## config.mk

```make
export PLATFORM = sky130hd
export DESIGN_NAME = rvx_div_step
export DESIGN_NICKNAME = d
export VERILOG_FILES = /design/src/rtl/rvx_pkg.sv /design/src/rtl/rvx_div_step.sv
export SDC_FILE = /design/constraint.sdc
export NUM_CORES = 1
export LEC_CHECK = 0
export ABC_AREA = 1
export BUFFER_PORTS_ARGS = -buffer_cell sky130_fd_sc_hd__buf_2
export CORE_MARGIN = 4
export CORE_UTILIZATION = 45
export DETAILED_ROUTE_END_ITERATION = 6
export PLACE_DENSITY = 0.79
export SLEW_MARGIN = 25
export SYNTH_ARGS = -nofsm -noshare
export SYNTH_HDL_FRONTEND = slang
export SYNTH_SLANG_ARGS = --single-unit
```

## constraint.sdc

```tcl
create_clock -name vclk -period 26
set_input_delay 1.3 -clock vclk [all_inputs]
set_output_delay 1.3 -clock vclk [all_outputs]
set_load 0.02 [all_outputs]
```

## src/rtl/rvx_pkg.sv

```systemverilog
// Shared opcodes, result codes and the pipeline payload type of the RV32IM execute unit.
package rvx_pkg;

    // Major opcodes
    localparam logic [6:0] OP_LUI    = 7'h37;
    localparam logic [6:0] OP_AUIPC  = 7'h17;
    localparam logic [6:0] OP_JAL    = 7'h6f;
    localparam logic [6:0] OP_JALR   = 7'h67;
    localparam logic [6:0] OP_BRANCH = 7'h63;
    localparam logic [6:0] OP_LOAD   = 7'h03;
    localparam logic [6:0] OP_STORE  = 7'h23;
    localparam logic [6:0] OP_IMM    = 7'h13;
    localparam logic [6:0] OP_REG    = 7'h33;
    localparam logic [6:0] OP_SYSTEM = 7'h73;

    localparam logic [6:0] F7_BASE = 7'h00;
    localparam logic [6:0] F7_MULDIV = 7'h01;
    localparam logic [6:0] F7_ALT  = 7'h20;

    // Counter CSR windows
    localparam logic [11:0] CSR_CYC_LO  = 12'hc00;
    localparam logic [11:0] CSR_CYC_HI  = 12'hc02;
    localparam logic [11:0] CSR_CYCH_LO = 12'hc80;
    localparam logic [11:0] CSR_CYCH_HI = 12'hc82;

    // M extension funct3 codes
    localparam logic [2:0] F3_MUL    = 3'd0;
    localparam logic [2:0] F3_MULH   = 3'd1;
    localparam logic [2:0] F3_MULHSU = 3'd2;
    localparam logic [2:0] F3_DIV    = 3'd4;
    localparam logic [2:0] F3_DIVU   = 3'd5;
    localparam logic [2:0] F3_REM    = 3'd6;

    localparam logic [1:0] MEM_NONE  = 2'd0;
    localparam logic [1:0] MEM_LOAD  = 2'd1;
    localparam logic [1:0] MEM_STORE = 2'd2;

    localparam logic [1:0] SIZE_BYTE = 2'd0;
    localparam logic [1:0] SIZE_HALF = 2'd1;
    localparam logic [1:0] SIZE_WORD = 2'd2;

    localparam logic [1:0] FAULT_NONE    = 2'd0;
    localparam logic [1:0] FAULT_ILLEGAL = 2'd1;
    localparam logic [1:0] FAULT_ALIGN   = 2'd2;

    // Result source
    localparam logic [1:0] SEL_ALU = 2'd0;
    localparam logic [1:0] SEL_MUL = 2'd1;
    localparam logic [1:0] SEL_DIV = 2'd2;

    // Divider: DIV_STAGES stages of DIV_BITS quotient bits each
    localparam int DIV_BITS   = 4;
    localparam int DIV_STAGES = 32 / DIV_BITS;

    typedef struct packed {
        logic        rd_write;
        logic [4:0]  rd_index;
        logic [31:0] rd_value;
        logic [31:0] next_pc;
        logic [1:0]  mem_op;
        logic [1:0]  access_size;
        logic        load_unsigned;
        logic [31:0] mem_address;
        logic [31:0] store_data;
        logic [1:0]  fault;
        logic [1:0]  sel;
        logic [2:0]  f3;
        logic        neg_q;
        logic        neg_r;
        logic        div_zero;
    } t_item;

    typedef struct packed {
        logic [32:0] a;
        logic [32:0] b;
    } t_mul_ops;

    typedef struct packed {
        logic [31:0] rem;
        logic [31:0] quo;
        logic [31:0] dvs;
    } t_div_state;

endpackage

```

## src/rtl/rvx_div_step.sv

```systemverilog
// One divider slice: DIV_BITS restoring steps of an unsigned 32-bit division.
module rvx_div_step (
    input  rvx_pkg::t_div_state i_state,
    output rvx_pkg::t_div_state o_state
);
    import rvx_pkg::*;

    logic [31:0] rem, quo;
    logic [32:0] sh;
    logic        bit_q;

    // Shift in one dividend bit per step, subtract where it fits
    always_comb begin
        rem   = i_state.rem;
        quo   = i_state.quo;
        sh    = '0;
        bit_q = 1'b0;
        for (int j = 0; j < DIV_BITS; j++) begin
            sh    = {rem, quo[31]};
            bit_q = (sh >= {1'b0, i_state.dvs});
            rem   = bit_q ? 32'(sh - {1'b0, i_state.dvs}) : sh[31:0];
            quo   = {quo[30:0], bit_q};
        end
        o_state.rem = rem;
        o_state.quo = quo;
        o_state.dvs = i_state.dvs;
    end

endmodule

```

==> results.cfg, run 1 <==
[logic_synthesis]
yosysUniqueCellTypes = 47
synth.most_common_cell = nand2_1
synthCells = 1865
syn_area_per_cell_sq_um = 5.34
ys_top_cells_by_count = nand2_1, inv_1, nand3_1
syn-cell-area_sq_um = 9960
syn_nets = 2093
synthTopCellsByArea = nand2_1, ha_1, inv_1
yosysTopAreaCell = nand2_1
yosys_warnings = 0
ys_seq_area_share_pct = 0
synth_top_cell_area_share_pct = 24.1

[pwr]
p_clk_share_pct = 0
p_seq_share_pct = 0
vdd_drop_max_mv = 0.144
powerDensity_nw_per_um2 = 162
internal_power_w = 0.000552
combPwrFrac_pct = 100.0
p_leak_nw = 5.93
switching_share_pct = 67.2
power_switching_w = 0.00113

[grt]
grt_overflow = 0
grt_max_degree = 38
grtUsageTotal_pct = 29.0
grt_pass1_wl_um = 57900
antenna_found_initial = 0
grt_pass1_vias = 11300

[routing]
ant_nets = 0
num_vias = 12500
drt_first_pass_iters = 6
wl_per_cell_um = 17.3
routed_wl_um = 38000
post-route-drc-count = 0
vias_per_cell = 5.69
drtIter0Drc = 1186

[critical_path]
cp_slowest_cell = nand3_2
worstSetupPathType = input pin to output pin
required_ns = 24.70
endpoint_kind = output pin
path_max_fanout = 35
arrival_ns = 12.76
slowest_delay_ns = 0.70
cpMostUsedCell = nand2_1
crit_path_start_kind = input pin

[layout]
n_antenna_cell = 0
seq_cells = 0
nClkBuffers = 0
seq_area_sq_um = 0
area_delta_synth_final_pct = 4.01
drive_above_1_share_pct = 9.62
nNetsFinal = 2142
final_area_sq_um = 10400

[floorplanning]
die_w_um = 157
coreArea_sq_um = 21800
dieArea_sq_um = 24600
ioPinCount = 192
die_h_um = 157
num_rows = 54
initial_core_util_pct = 45.6

[run_status]
status = finished, final reports clean

[timing]
worstMarginPinSlew_ns = 0.886
fin_crit_ns = 14.06
finalSetupViolCount = 0
hold_viol_final = 0
grt_setup_unrepaired = no
finalCritPeriodShare_pct = 54.1
slew_viol_final = 0
slew_headroom_pct = 40.8
fmax_ghz = 0.0711
fin_tns_setup_ns = 0

[place]
routabilityCongestion = 1.03
port_buffers = 136
place_area_sq_um = 10400
dp_hpwl_um = 32600

[clocking]
cts_resized = 0
post_cts_buffers = 0
postCtsHoldBufs = 0

[flow_run]
drv_cap = 0

[hold_path]
min_path_type = input pin to output pin
-- critical path, delay by kind of cell --
kind / cells / cell delay (ns)
compound gates: 12 / 2.92
xor+xnor: 1 / 0.13
fa+ha+maj: 4 / 1.40
buf+inv: 7 / 1.05
simple gates: 29 / 5.88
-- path summary, 6_finish.rpt --
check,start,end,depth (start not counted)
max,i_state[16],o_state[90],53
min,i_state[34],o_state[38],0
-- routing by layer --
metal,track usage [%],share of wire (%)
met4,8.84,3.4
met1,38.6,42
met3,1.91,8.1
met5,0,0
met2,50.3,47
-- cell families after synthesis --
logic type / count (synthesis) / share of synthesized area, %
simple gates: 1030 / 43.6
buf+inv: 331 / 15.6
compound gates: 279 / 15.8
fa+ha+maj: 132 / 16.9
xor+xnor: 93 / 8.18
-- power groups by stage --
stage | Combinational [W] | Clock [W] | Sequential (W)
finish | 0.00168 | 0 | 0
floorplan | 0.00126 | 0 | 0
detailed placement | 0.00165 | 0 | 0
global placement | 0.00164 | 0 | 0
CTS | 0.00165 | 0 | 0
global route | 0.00184 | 0 | 0
-- area by class of cell --
type,count,area [sq um]
Fill cell,2450,11500
Inverter,239,897
Multi-Input combinational cell,1534,8410
Tap cell,280,350
Timing Repair Buffer,139,703
-- cells in the final DEF (no fill, tap or decap), types with 13 or more instances in the layout --
cell | Yosys | final
xnor2_1 | 42 | 42
a31oi_1 | 13 | 13
inv_1 | 223 | 223
o21ai_0 | 88 | 88
nand3b_1 | 13 | 13
inv_2 | 15 | 15
xor2_1 | 51 | 51
nor3_1 | 20 | 20
nand2_1 | 639 | 639
buf_2 | 13 | 136
ha_1 | 128 | 128
nand3_1 | 153 | 153
nand4_1 | 21 | 21
nor2_1 | 142 | 142
a21oi_1 | 123 | 123
o21bai_1 | 13 | 13
-- through the flow --
stage                     util (%)  total power, W  hold WS (ns)  cells  setup WS (ns)
after floorplan                  -         0.00126          2.71   1865          15.91
after global placement        47.5         0.00164          2.60   2192          12.40
after detailed placement      47.5         0.00165          2.60   2192          12.27
after CTS                     47.5         0.00165          2.60   2192          12.27
after global routing          47.5         0.00184          2.60   2192          10.90
final                         47.5         0.00168          2.60   2192          11.94
No activity file was read; power rests on OpenSTA's default activity.
==> run 2, diff against run 1 <==
Settings changed: ABC_AREA 1 to 0, PLACE_DENSITY 0.79 to 0.8.
Clock period 26 ns to 14.5 ns, I/O delays scaled along.
==> run 2 against run 1 <==
Net effect: via count is 20% lower; non-clock buffer count up 7; sequential share of layout area stayed put; global-route usage is 3.3 points lower; sequential cell count unchanged; worst hold slack worse by 1.2 ns; synthesized cell count decreased by 31%; count of clock-buffer cells in the layout unchanged; critical path depth down 6; routed wire length shrank 20%; core utilization is 0.42 points higher; cell count shrank 27%.
==> results.cfg, run 2 <==
[logic_synthesis]
ys_top_cells_by_count = ha_1, a21oi_1, nand2_1
syn_area_per_cell_sq_um = 6.92
syn-cell-area_sq_um = 8890
synth.most_common_cell = ha_1
yosysTopAreaCell = ha_1
yosysUniqueCellTypes = 76
synthTopCellsByArea = ha_1, a21oi_1, xnor2_1
synth_top_cell_area_share_pct = 18.0
ys_seq_area_share_pct = 0
yosys_warnings = 0
syn_nets = 1512
synthCells = 1284

[place]
place_area_sq_um = 9310
dp_hpwl_um = 26000
routabilityCongestion = 1.04
placedCellCount = 1592
port_buffers = 136

[layout]
fillCellCount = 1977
area_delta_synth_final_pct = 4.83
nClkBuffers = 0
drive_above_1_share_pct = 15.9
final_common_cell = buf_2
n_antenna_cell = 0
mostFrequentLayoutCells = buf_2, ha_1, a21oi_1
layoutNonFillerInstCount = 1592
nNetsFinal = 1557
final_area_sq_um = 9320
seq_cells = 0
seq_area_sq_um = 0
multi_input_area_sq_um = 7900

[routing]
post-route-drc-count = 0
wl_per_cell_um = 19.2
drt_first_pass_iters = 5
routed_wl_um = 30600
vias_per_cell = 6.29
drtIter0Drc = 925
ant_nets = 0
num_vias = 10000

[grt]
grtUsageTotal_pct = 25.8
grt_pass1_vias = 9152
grt_pass1_wl_um = 46900
grt_max_degree = 46
antenna_found_initial = 0
grt_overflow = 0

[hold_path]
min_path_type = input pin to output pin
min-delay-start = i_state[33]
min_path_cells = 0
holdPathEnd = o_state[37]

[floorplanning]
die_h_um = 149
ioPinCount = 192
coreArea_sq_um = 19500
dieArea_sq_um = 22100
num_rows = 51
initial_core_util_pct = 45.7
die_w_um = 149

[timing]
fin_crit_ns = 13.78
slew_headroom_pct = 45.5
finalCritPeriodShare_pct = 95.1
worstMarginPinSlew_ns = 0.808
finalSetupViolCount = 0
hold_viol_final = 0
fin_tns_setup_ns = 0
slew_viol_final = 0
grt_setup_unrepaired = no
fmax_ghz = 0.0725
whs_ns = 1.45

[run_status]
status = finished, final reports clean

[critical_path]
endpoint_kind = output pin
cp_slowest_cell = or3b_2
crit_path_start_kind = input pin
required_ns = 13.78
cpMostUsedCell = ha_1
worstSetupPathType = input pin to output pin
arrival_ns = 13.06
slowest_delay_ns = 0.66
path_max_fanout = 45

[clocking]
postCtsHoldBufs = 0

[flow_run]
drv_cap = 0
-- run 2: stage by stage --
stage | utilization (%) | worst slack [ns]
CTS | 47.8 | 0.616
detailed placement | 47.8 | 0.639
finish | 47.9 | 0.716
global placement | 47.8 | 0.976
global route | 47.9 | 0.0339
floorplan | - | 2.13
-- run 2: final cells by class --
| cell class | instances | area share, % |
|---|---|---|
| multi-input combinational | 1092 | 84.7 |
| inverter | 89 | 3.59 |
| timing repair buffer | 146 | 8.11 |
| tap | 265 | 3.56 |
-- run 2: worst max-delay path by stage --
stage	from	endpoint	slack (ns)	cells after the start
final	i_state[1]	o_state[95]	0.72	47
after global routing	i_state[13]	o_state[66]	0.03	48
after CTS	i_state[1]	o_state[95]	0.62	48
after detailed placement	i_state[1]	o_state[95]	0.64	49
after global placement	i_state[25]	o_state[95]	0.98	47
after floorplan	i_state[15]	o_state[66]	2.13	51
-- run 2: what timing repair did --
action	in CTS	in global routing
resized for setup	0	5
buffers inserted	0	0
setup endpoints to repair	0	23
-- run 2: worst max-delay path, delay by kind of cell --
family,cells,cell delay (ns)
buffers and inverters,9,1.76
adders and majority gates,4,1.24
and+or+nand+nor,12,3.19
muxes,1,0.40
AOI/OAI and AO/OA,21,5.69
-- run 2: kinds of logic (layout without fill, tap and decap cells) --
logic type	Yosys count	in the layout	synth area share [%]
AOI/OAI and AO/OA	451	451	33.6
and+or+nand+nor	354	354	19.6
buffers and inverters	192	235	11.3
adders and majority gates	132	132	18.9
xor gates and xnor gates	102	102	10.1
muxes	53	53	6.62
-- run 2: metal layers --
layer  up-vias  routed length, um  global-route usage [%]
li1       4804                  -                       -
met1      4630              13200                    36.5
met2       512              13800                    42.4
met3        65               2510                    1.07
met4         0               1080                    7.76
met5         -                  0                       0
Power of run 2 is left out: the tool's default activity adds up to more than one toggle a clock period on the data nets, which glitch-free logic cannot reach.
==> run 3, diff against run 2 <==
Settings changed: CELL_PAD_IN_SITES_DETAIL_PLACEMENT set to 0, CELL_PAD_IN_SITES_GLOBAL_PLACEMENT set to 2, CORE_UTILIZATION 45 to 32, PLACE_DENSITY 0.8 to 0.95.
==> run 3 against run 2 <==
Net effect: sequential share of layout area stayed put; sequential cell count stayed put; design area is 2.1% higher; first-iteration DRC count shrank 15%; global-route usage decreased by 6.0 points; via count shrank 3.1%; critical path depth increased by 1; count of clock-buffer cells in the layout unchanged; worst hold slack stayed put; setup slack improved by 0.20 ns; core utilization down 13 points; routed wire length is 5.6% higher.
==> results.cfg, run 3 (synthesized netlist as in run 2, its figures left out) <==
[critical_path]
cpMostUsedCell = o21ai_0
crit_buf_inv = 8
worstSetupPathType = input pin to output pin
path_max_fanout = 38
slowest_delay_ns = 0.66
endpoint_kind = output pin
required_ns = 13.78
arrival_ns = 12.86
cpLargestDelayFamily = compound AO/OA/AOI/OAI gates
cp_slowest_cell = or3b_2
crit_path_start_kind = input pin

[timing]
grt_setup_unrepaired = no
hold_viol_final = 0
finalSetupViolCount = 0
worstMarginPinSlew_ns = 0.780
slew_headroom_pct = 46.7
slew_viol_final = 0
finalCritPeriodShare_pct = 93.7
fmax_ghz = 0.0736
fin_crit_ns = 13.59
fin_tns_setup_ns = 0

[grt]
grt_pass1_vias = 9069
antenna_found_initial = 0
grt_pass1_wl_um = 49700
grt_overflow = 0
grtUsageTotal_pct = 19.7
grt_max_degree = 39

[layout]
drive_above_1_share_pct = 16.5
mostFrequentLayoutCells = buf_2, ha_1, a21oi_1
seq_cells = 0
area_delta_synth_final_pct = 7.08
n_antenna_cell = 0
nNetsFinal = 1566
layoutNonFillerInstCount = 1708
final_common_cell = buf_2
nClkBuffers = 0
seq_area_sq_um = 0

[place]
port_buffers = 136
dp_hpwl_um = 28000
placedCellCount = 1704
routabilityCongestion = 1.03

[flow_run]
drv_cap = 0

[floorplanning]
initial_core_util_pct = 32.7
coreArea_sq_um = 27200
dieArea_sq_um = 30500
ioPinCount = 192
die_h_um = 175
die_w_um = 175
num_rows = 60

[clocking]
postCtsHoldBufs = 0

[routing]
vias_per_cell = 5.68
post-route-drc-count = 0
drtIter0Drc = 782
routed_wl_um = 32300
ant_nets = 0
drt_first_pass_iters = 5
wl_per_cell_um = 18.9
num_vias = 9698

[run_status]
status = finished, final reports clean

[hold_path]
min_path_type = input pin to output pin
run 3: changes by cell type in the layout (fill, tap and decap cells not counted), sizes merged:
cell  change
buf       +9
run 3: path summary, 6_finish.rpt:
| path | start | to | cells after the start |
|---|---|---|---|
| setup / recovery | i_state[1] | o_state[95] | 48 |
| hold / removal | i_state[32] | o_state[36] | 0 |
run 3: layout make-up:
class,instances,area [sq um]
well taps,372,465
multi-input cells,1092,7900
repair buffers,155,823
inverters,89,334
fillers,3035,17700
run 3: repair_timing:
action	CTS	global route
resized for setup	0	1
endpoints found under the setup margin	0	31
setup buffers	0	4
run 3: layer usage:
| layer | part of all wire (%) | vias up | track usage, % | wire length [um] |
|---|---|---|---|---|
| met4 | 2.1 | 0 | 3.83 | 691 |
| met2 | 45 | 351 | 33.0 | 14600 |
| li1 | - | 4826 | - | - |
| met1 | 47 | 4487 | 28.3 | 15200 |
| met5 | 0 | - | 0 | 0 |
| met3 | 5.7 | 34 | 0.952 | 1850 |
run 3: metrics by stage:
stage	util, %	setup WS, ns	hold WS, ns	area, sq um
final	35.0	0.913	1.45	9520
after global routing	35.0	0.000247	1.45	9520
after CTS	34.9	0.474	1.45	9480
after detailed placement	34.9	0.524	1.45	9480
after global placement	34.9	0.721	1.45	9480
after floorplan	-	2.13	1.56	8890
Power of run 3 is left out for the same reason.
